`src/rtl/assert_macros.svh`:
```
// Assertion helpers used by the top-level RTL.
`ifndef ASSERT_MACROS_SVH
`define ASSERT_MACROS_SVH

// Implication checked on every rising clock edge outside reset.
`define ASSERT_IMPL(label, clk, rst_n, ante, cons) \
  label: assert property (@(posedge clk) disable iff (!rst_n) (ante) |-> (cons)) \
    else $error("assertion failed");

// Next-cycle implication checked outside reset.
`define ASSERT_NEXT(label, clk, rst_n, ante, cons) \
  label: assert property (@(posedge clk) disable iff (!rst_n) (ante) |=> (cons)) \
    else $error("assertion failed");

`endif

```
`src/rtl/cbrg_pkg.sv`:
```
`default_nettype none
package cbrg_pkg;
  localparam logic [63:0] MixMul = 64'h2DEADBEA7DADD1E5;
  localparam logic [63:0] MixXor = 64'h0F1E2D3C4B5A6978;
  localparam int unsigned HalfShift = 32;
  localparam int unsigned Rounds = 4;
  localparam int unsigned QueueDepth = 2;
  localparam int unsigned CfgIdxW = 1;

  typedef enum logic [CfgIdxW-1:0] {
    CfgSeed  = 1'b0,
    CfgStart = 1'b1
  } cfg_idx_e;

  typedef struct packed {
    logic [63:0] count;
    logic [31:0] lo_b;
    logic [31:0] span;
  } job_t;

  typedef struct packed {
    logic        req_type;
    logic [63:0] explicit_step;
    logic [31:0] range_min;
    logic [31:0] range_max;
  } req_t;

  typedef struct packed {
    logic [63:0] raw_value;
    logic [31:0] ranged_value;
    logic        span_zero;
  } rsp_t;
endpackage
`default_nettype wire

```
`src/rtl/cbrg_if.sv`:
```
`default_nettype none
interface cbrg_req_if;
  logic           valid;
  logic           ready;
  cbrg_pkg::req_t payload;
  modport source (output valid, output payload, input ready);
  modport sink (input valid, input payload, output ready);
endinterface

interface cbrg_rsp_if;
  logic           valid;
  logic           ready;
  cbrg_pkg::rsp_t payload;
  modport source (output valid, output payload, input ready);
  modport sink (input valid, input payload, output ready);
endinterface
`default_nettype wire

```
`src/rtl/cbrg_front.sv`:
```
`default_nettype none
module cbrg_front (
  input  wire logic           clk_i,
  input  wire logic           rst_ni,
  input  wire logic           cfg_load_i,
  input  wire logic [63:0]    cfg_data_i,
  input  wire logic           req_valid_i,
  output logic                req_ready_o,
  input  cbrg_pkg::req_t      req_i,
  output logic                job_valid_o,
  input  wire logic           job_ready_i,
  output cbrg_pkg::job_t      job_o
);
  localparam int unsigned PtrW = (cbrg_pkg::QueueDepth > 1) ? $clog2(cbrg_pkg::QueueDepth) : 1;
  localparam int unsigned CntW = $clog2(cbrg_pkg::QueueDepth + 1);

  logic [63:0]     step_q, step_d;
  logic            fire;
  cbrg_pkg::job_t  slot_q [cbrg_pkg::QueueDepth];
  logic [PtrW-1:0] wp_q, rp_q;
  logic [CntW-1:0] cnt_q;
  logic            pop;
  cbrg_pkg::job_t  job_in;

  assign req_ready_o = (cnt_q != CntW'(cbrg_pkg::QueueDepth));
  assign fire = req_valid_i && req_ready_o;
  assign job_valid_o = (cnt_q != '0);
  assign pop = job_valid_o && job_ready_i;
  assign job_o = slot_q[rp_q];

  always_comb begin
    job_in.count = req_i.req_type ? req_i.explicit_step : step_q;
    job_in.lo_b  = req_i.range_min;
    job_in.span  = req_i.range_max - req_i.range_min + 32'd1;
    step_d = step_q;
    if (cfg_load_i) begin
      step_d = cfg_data_i;
    end else if (fire && !req_i.req_type) begin
      step_d = step_q + 64'd1;
    end
  end

  always_ff @(posedge clk_i or negedge rst_ni) begin
    if (!rst_ni) begin
      step_q <= '0;
      wp_q <= '0;
      rp_q <= '0;
      cnt_q <= '0;
    end else begin
      step_q <= step_d;
      if (fire) begin
        wp_q <= (wp_q == PtrW'(cbrg_pkg::QueueDepth - 1)) ? '0 : wp_q + PtrW'(1);
      end
      if (pop) begin
        rp_q <= (rp_q == PtrW'(cbrg_pkg::QueueDepth - 1)) ? '0 : rp_q + PtrW'(1);
      end
      cnt_q <= cnt_q + CntW'(fire) - CntW'(pop);
    end
  end

  always_ff @(posedge clk_i) begin
    if (fire) slot_q[wp_q] <= job_in;
  end
endmodule
`default_nettype wire

```
`src/rtl/cbrg_back.sv`:
```
`default_nettype none
module cbrg_back (
  input  wire logic           clk_i,
  input  wire logic           rst_ni,
  input  wire logic [63:0]    seed_i,
  input  wire logic           job_valid_i,
  output logic                job_ready_o,
  input  cbrg_pkg::job_t      job_i,
  output logic                rsp_valid_o,
  input  wire logic           rsp_ready_i,
  output cbrg_pkg::rsp_t      rsp_o
);
  localparam logic [2:0] StIdle = 3'd0;
  localparam logic [2:0] StMul  = 3'd1;
  localparam logic [2:0] StMix  = 3'd2;
  localparam logic [2:0] StDiv  = 3'd3;
  localparam logic [2:0] StDone = 3'd4;
  localparam int unsigned RndW = $clog2(cbrg_pkg::Rounds);

  logic [2:0]      st_q;
  logic [RndW-1:0] rnd_q;
  logic [4:0]      bit_q;
  logic [63:0]     v_q, prod_q;
  logic [31:0]     lo_q, span_q, rem_q, quo_q;
  logic [32:0]     trial;
  logic [63:0]     sum, rot;
  cbrg_pkg::rsp_t  out_q;
  logic            out_v_q;

  assign job_ready_o = (st_q == StIdle);
  assign rsp_valid_o = out_v_q;
  assign rsp_o = out_q;

  always_comb begin
    sum = prod_q + seed_i;
    rot = ((sum >> cbrg_pkg::HalfShift) | (sum << cbrg_pkg::HalfShift)) ^ cbrg_pkg::MixXor;
    trial = {rem_q, quo_q[31]} - {1'b0, span_q};
  end

  // Split 64x64 low product into 32-bit partials for timing.
  logic [63:0] p_ll;
  logic [31:0] p_lh, p_hl;
  always_comb begin
    p_ll = 64'(v_q[31:0]) * 64'(cbrg_pkg::MixMul[31:0]);
    p_lh = v_q[31:0] * cbrg_pkg::MixMul[63:32];
    p_hl = v_q[63:32] * cbrg_pkg::MixMul[31:0];
  end

  // Output register: load a finished item when the slot is free or drains now.
  always_ff @(posedge clk_i or negedge rst_ni) begin
    if (!rst_ni) begin
      out_v_q <= 1'b0;
      out_q <= '0;
    end else if (st_q == StDone && (!out_v_q || rsp_ready_i)) begin
      out_q.raw_value <= v_q;
      out_q.ranged_value <= rem_q + lo_q;
      out_q.span_zero <= (span_q == 32'd0);
      out_v_q <= 1'b1;
    end else if (rsp_ready_i) begin
      out_v_q <= 1'b0;
    end
  end

  always_ff @(posedge clk_i or negedge rst_ni) begin
    if (!rst_ni) begin
      st_q <= StIdle;
      rnd_q <= '0;
      bit_q <= '0;
      v_q <= '0;
      prod_q <= '0;
      lo_q <= '0;
      span_q <= '0;
      rem_q <= '0;
      quo_q <= '0;
    end else begin
      case (st_q)
        StIdle: begin
          if (job_valid_i) begin
            v_q <= job_i.count;
            lo_q <= job_i.lo_b;
            span_q <= job_i.span;
            rnd_q <= '0;
            st_q <= StMul;
          end
        end
        StMul: begin
          prod_q <= p_ll + {p_lh + p_hl, 32'd0};
          st_q <= StMix;
        end
        StMix: begin
          v_q <= rot;
          rnd_q <= rnd_q + RndW'(1);
          if (rnd_q == RndW'(cbrg_pkg::Rounds - 1)) begin
            quo_q <= rot[31:0];
            rem_q <= '0;
            bit_q <= '0;
            st_q <= StDiv;
          end else begin
            st_q <= StMul;
          end
        end
        StDiv: begin
          // restoring division, one quotient bit per cycle
          if (span_q == 32'd0) begin
            rem_q <= quo_q;
            st_q <= StDone;
          end else begin
            if (!trial[32]) rem_q <= trial[31:0];
            else rem_q <= {rem_q[30:0], quo_q[31]};
            quo_q <= {quo_q[30:0], 1'b0};
            bit_q <= bit_q + 5'd1;
            if (bit_q == 5'd31) st_q <= StDone;
          end
        end
        StDone: begin
          if (!out_v_q || rsp_ready_i) begin
            st_q <= StIdle;
          end
        end
        default: st_q <= StIdle;
      endcase
    end
  end
endmodule
`default_nettype wire

```
`src/rtl/counter_based_random_generator.sv`:
```
// Path from the accepting edge to rsp valid: the queue slot, multiply/mix rounds, bit-serial
//   modulo (skipped for a full range), then the output register.
// The back end takes a new job only once the last one has left StDone.
// A two-entry queue lets requests be taken while the back end is busy.
// Reset: asynchronous, active low; clears seed, step counter, queue and output valid.
`default_nettype none
`include "assert_macros.svh"
module counter_based_random_generator (
  input  wire logic        clk_i,
  input  wire logic        rst_ni,
  input  wire logic        cfg_we_i,
  input  wire logic [0:0]  cfg_idx_i,
  input  wire logic [63:0] cfg_data_i,
  cbrg_req_if.sink         req,
  cbrg_rsp_if.source       rsp
);
  logic [63:0]    seed_q;
  logic           job_valid, job_ready;
  cbrg_pkg::job_t job;

  // Hold the seed; a start_step write goes straight to the step counter.
  always_ff @(posedge clk_i or negedge rst_ni) begin
    if (!rst_ni) begin
      seed_q <= '0;
    end else if (cfg_we_i && cfg_idx_i == cbrg_pkg::CfgSeed) begin
      seed_q <= cfg_data_i;
    end
  end

  cbrg_front u_front (
    .clk_i, .rst_ni,
    .cfg_load_i (cfg_we_i && cfg_idx_i == cbrg_pkg::CfgStart),
    .cfg_data_i,
    .req_valid_i (req.valid),
    .req_ready_o (req.ready),
    .req_i       (req.payload),
    .job_valid_o (job_valid),
    .job_ready_i (job_ready),
    .job_o       (job)
  );

  cbrg_back u_back (
    .clk_i, .rst_ni,
    .seed_i      (seed_q),
    .job_valid_i (job_valid),
    .job_ready_o (job_ready),
    .job_i       (job),
    .rsp_valid_o (rsp.valid),
    .rsp_ready_i (rsp.ready),
    .rsp_o       (rsp.payload)
  );

  // A full queue always offers a job; a stalled beat holds its payload.
  `ASSERT_IMPL(a_full_has_job, clk_i, rst_ni, !req.ready, job_valid)
  `ASSERT_NEXT(a_rsp_hold, clk_i, rst_ni, rsp.valid && !rsp.ready, rsp.valid && $stable(rsp.payload))
endmodule
`default_nettype wire

```
`src/flat_wrapper.sv`:
```
// flat-port wrapper written by rule: the top's interface ports become plain ports
module counter_based_random_generator_flat 
  (clk_i, rst_ni, cfg_we_i, cfg_idx_i, cfg_data_i, req_valid, req_payload, req_ready, rsp_valid, rsp_payload, rsp_ready);
  cbrg_req_if req_i ();
  cbrg_rsp_if rsp_i ();
  input  wire logic clk_i;
  input  wire logic rst_ni;
  input  wire logic cfg_we_i;
  input  wire logic [0:0] cfg_idx_i;
  input  wire logic [63:0] cfg_data_i;
  input wire logic [$bits(req_i.valid)-1:0] req_valid;
  input wire logic [$bits(req_i.payload)-1:0] req_payload;
  output wire logic [$bits(req_i.ready)-1:0] req_ready;
  output wire logic [$bits(rsp_i.valid)-1:0] rsp_valid;
  output wire logic [$bits(rsp_i.payload)-1:0] rsp_payload;
  input wire logic [$bits(rsp_i.ready)-1:0] rsp_ready;
  assign req_i.valid = req_valid;
  assign req_i.payload = req_payload;
  assign req_ready = req_i.ready;
  assign rsp_valid = rsp_i.valid;
  assign rsp_payload = rsp_i.payload;
  assign rsp_i.ready = rsp_ready;
  counter_based_random_generator u_core (.clk_i(clk_i), .rst_ni(rst_ni), .cfg_we_i(cfg_we_i), .cfg_idx_i(cfg_idx_i), .cfg_data_i(cfg_data_i), .req(req_i), .rsp(rsp_i));
endmodule
```
`config.mk`:
```
export PLATFORM = sky130hd
export DESIGN_NAME = counter_based_random_generator_flat
export DESIGN_NICKNAME = d
export VERILOG_FILES = /design/src/rtl/cbrg_pkg.sv /design/src/rtl/cbrg_if.sv /design/src/rtl/cbrg_front.sv /design/src/rtl/cbrg_back.sv /design/src/rtl/counter_based_random_generator.sv /design/src/flat_wrapper.sv
export VERILOG_INCLUDE_DIRS = /design/src /design/src/rtl
export SDC_FILE = /design/constraint.sdc
export NUM_CORES = 2
export LEC_CHECK = 0
export BUFFER_PORTS_ARGS = -buffer_cell sky130_fd_sc_hd__buf_4
export CORE_AREA = 2 2 396 398
export CTS_BUF_LIST = sky130_fd_sc_hd__clkbuf_16
export DETAILED_ROUTE_END_ITERATION = 6
export DIE_AREA = 0 0 398 400
export GPL_TIMING_DRIVEN = 1
export PLACE_DENSITY = 0.67
export SYNTH_ARGS = -nofsm -noshare
export SYNTH_HDL_FRONTEND = slang
export SYNTH_HIERARCHICAL = 1
export SYNTH_SLANG_ARGS = --single-unit
```
`constraint.sdc`:
```
create_clock -name clk_i -period 15.6 [get_ports clk_i]
set_input_delay 1.56 -clock clk_i [delete_from_list [all_inputs] [get_ports clk_i]]
set_output_delay 1.56 -clock clk_i [all_outputs]
set_load 0.02 [all_outputs]
```
==> impl_metrics.json <==
{
  "timing_worst_setup_path_type": "reg -> reg",
  "grt_setup_unrepaired": "false",
  "r2r_setup_slack_ns": 0.78,
  "drv.max_cap_violation_count": 0,
  "cts_setup_buffers": 0,
  "finClkSkew_ns": 0.0515,
  "yosys_register_bits": 752,
  "synth_area_leaders": "sky130_fd_sc_hd__fa_1, sky130_fd_sc_hd__dfrtp_1, sky130_fd_sc_hd__ha_1",
  "via_count": 55000,
  "drc": 0,
  "post-dp-hpwl_um": 220000,
  "synth.most_common_cell": "sky130_fd_sc_hd__inv_1",
  "synth_largest_type_area_fraction": 0.259,
  "drv_slew": 0,
  "first_global_vias": 56600,
  "chipHeight_um": 400,
  "met3WireLength_um": 21700,
  "drive_gt1_frac": 0.115,
  "critPathMaxFanout": 11,
  "num_io_pins": 298,
  "grt_start_max_net_pins": 155,
  "worst-slew-pin-transition_ns": 1.20,
  "detailedRoute.firstPassIterationCount": 5,
  "hold_class": "reg -> reg",
  "route.final.wire_length_um": 260000,
  "critical_path.endpoint_type": "flip-flop",
  "critPathBufInv": 8,
  "layout-area-overhead-vs-synth_pct": 9.80,
  "die_w_um": 398,
  "met1_length_um": 109000,
  "detail_route.iter0.violations": 4814,
  "core_area_um2": 155000,
  "port_buffers": 297,
  "relative_slew_slack": 0.199,
  "setup_tns_ns": 0,
  "floorplan.initialDensity": 0.496,
  "yosys_warning_total": 6,
  "initial_antenna_violation_count": 18,
  "synth_async_sr_flop_share": 0.660,
  "global_route.overflow_total": 0,
  "finalNetCount": 9612,
  "cp_data_required_time_ns": 16.15,
  "met2_length_um": 116000,
  "max_clock_freq_mhz": 67.5,
  "cts.root.buffer_cell": "sky130_fd_sc_hd__clkbuf_16",
  "timing.final.setup_violations": 0,
  "ys.flop_type": "sky130_fd_sc_hd__dfrtp_1",
  "fp-row-count": 145,
  "tritoncts_sinks": 752,
  "synth-seq-area-share": 0.261,
  "postSynthCellCount": 7342,
  "tritoncts": "yes",
  "avgRoutedWirePerCell_um": 26.7,
  "synth_area_um2": 77000,
  "synth_cell_types": 100,
  "worst_ep_arrival_time_ns": 15.38,
  "route.antenna.remaining_nets": 0,
  "synth_area_leader_cell": "sky130_fd_sc_hd__fa_1",
  "crit_path_start_kind": "flip-flop",
  "drt-vias-per-instance": 5.65,
  "grt_first_pass_wirelength_um": 381000,
  "cts_max_level": 3,
  "outcome": "finished clean",
  "design.die.area_um2": 159000,
  "cts.path.max_buffers": 3,
  "timing.final.crit_period_ns": 14.82,
  "globalplace.congestion": 1.03,
  "highest_layer": "met5",
  "tritoncts.num_buffers": 89,
  "post-route-period-util": 0.950,
  "synth-edff-count": 256,
  "synthesis.nets": 9351,
  "avgSynthCellArea_um2": 10.5,
  "slowest_cell_on_the_critical_path": "sky130_fd_sc_hd__dfrtp_1",
  "clkSlewWorstSetupHoldPaths_ns": 0.06,
  "hold_violations": 0,
  "worst_skew_pair.late_latency_ns": 0.72,
  "critical_path.max_stage_delay_ns": 0.73,
  "timing.critical_path.max_delay_family": "adder cells",
  "global_route_usage_over_all_layers": 0.331,
  "synth_commonest_cells": "sky130_fd_sc_hd__inv_1, sky130_fd_sc_hd__fa_1, sky130_fd_sc_hd__ha_1, sky130_fd_sc_hd__dfrtp_1, sky130_fd_sc_hd__nand2_1"
}
-- placed cells by master (no fill, tap or decap), types with 19 or more instances in the layout --
master and instances:
sky130_fd_sc_hd__a211oi_1 36, sky130_fd_sc_hd__a21o_1 146, sky130_fd_sc_hd__a21oi_1 292, sky130_fd_sc_hd__a22oi_1 50
sky130_fd_sc_hd__a31oi_1 44, sky130_fd_sc_hd__and3_1 38, sky130_fd_sc_hd__buf_4 362, sky130_fd_sc_hd__clkbuf_16 91
sky130_fd_sc_hd__dfrtp_1 493, sky130_fd_sc_hd__edfxtp_1 256, sky130_fd_sc_hd__fa_1 995, sky130_fd_sc_hd__ha_1 815
sky130_fd_sc_hd__inv_1 1556, sky130_fd_sc_hd__mux2_2 265, sky130_fd_sc_hd__mux2_4 60, sky130_fd_sc_hd__mux2i_1 23
sky130_fd_sc_hd__nand2_1 474, sky130_fd_sc_hd__nand2b_1 37, sky130_fd_sc_hd__nand3_1 84, sky130_fd_sc_hd__nand4_1 51
sky130_fd_sc_hd__nor2_1 203, sky130_fd_sc_hd__nor2b_1 25, sky130_fd_sc_hd__nor3_1 37, sky130_fd_sc_hd__o211ai_1 19
sky130_fd_sc_hd__o21a_1 28, sky130_fd_sc_hd__o21ai_0 441, sky130_fd_sc_hd__o21ai_1 20, sky130_fd_sc_hd__o21bai_1 40
sky130_fd_sc_hd__xnor2_1 239, sky130_fd_sc_hd__xor2_1 148
-- tightest hold or removal path: stages (launching register included) --
cell	delay [ns]
sky130_fd_sc_hd__dfrtp_1	0.34
sky130_fd_sc_hd__nand2_1	0.05
sky130_fd_sc_hd__o21ai_0	0.06
-- state kept, by name, indices dropped and copies added (netlist names), 32 cells and up --
name,count
u_core/u_front/step_q,64
u_core/u_back/rsp_o,97
u_core/seed_q,64
u_core/u_back/prod_q,64
u_core/u_back/lo_q,32
u_core/u_back/quo_q,32
u_core/u_back/v_q,64
u_core/u_front/slot_q,256
u_core/u_back/span_q,32
u_core/u_back/rem_q,32
-- timing repair --
item / in CTS / in global routing
hold buffers: 0 / 0
resized for setup: 0 / 2
setup endpoints to repair: 0 / 1
-- final timing paths --
path,from,endpoint,cells past startpoint
worst max-delay path,u_core/u_back/v_q[7],u_core/u_back/prod_q[63],55
worst min-delay path,u_core/u_back/rsp_o[42],u_core/u_back/rsp_o[42],2
worst max register to register,u_core/u_back/v_q[7],u_core/u_back/prod_q[63],55
worst min register to register,u_core/u_back/rsp_o[42],u_core/u_back/rsp_o[42],2
max in group asynchronous,rst_ni,u_core/u_front/rp_q,3
min in group asynchronous,rst_ni,u_core/u_back/rsp_o[71],1
-- cells by family after synthesis --
kind of cell / Yosys count / share of synthesized area
muxes: 348 / 0.0534
adders and majority gates: 1810 / 0.391
buffers and inverters: 1728 / 0.0862
and+or+nand+nor: 1061 / 0.0641
AOI/OAI and AO/OA: 1255 / 0.0999
DFF: 752 / 0.261
xor gates and xnor gates: 388 / 0.0441
-- metal layers --
layer | track usage | up-vias
li1 | - | 24500
met1 | 0.458 | 27900
met2 | 0.509 | 2156
met3 | 0.0710 | 404
met4 | 0.134 | 12
met5 | 0 | -
-- area by class of cell --
cell class                      count  area (um2)
Antenna cell                        6        15.0
Clock buffer                       91        2280
Clock inverter                     73         727
Fill cell                       13900       70600
Inverter                         1534        5760
Multi-Input combinational cell   4862       50300
Sequential cell                   752       20100
Tap cell                         2058        2570
Timing Repair Buffer              364        2750
-- metrics by stage --
stage | std cells | worst slack [ns] | util | instance area [um2] | hold WS (ns)
final | 9740 | 0.776 | 0.545 | 84500 | 0.478
after global routing | 9737 | 0.0364 | 0.545 | 84500 | 0.513
after detailed placement | 9570 | 0.887 | 0.526 | 81500 | 0.472
after CTS | 9734 | 0.806 | 0.545 | 84500 | 0.482
after floorplan | 7342 | 2.41 | - | 77000 | 0.443
after global placement | 9570 | 1.19 | 0.526 | 81500 | 0.465
Power is left out: the tool's default activity adds up to more than one toggle a clock period on the data nets, which glitch-free logic cannot reach.
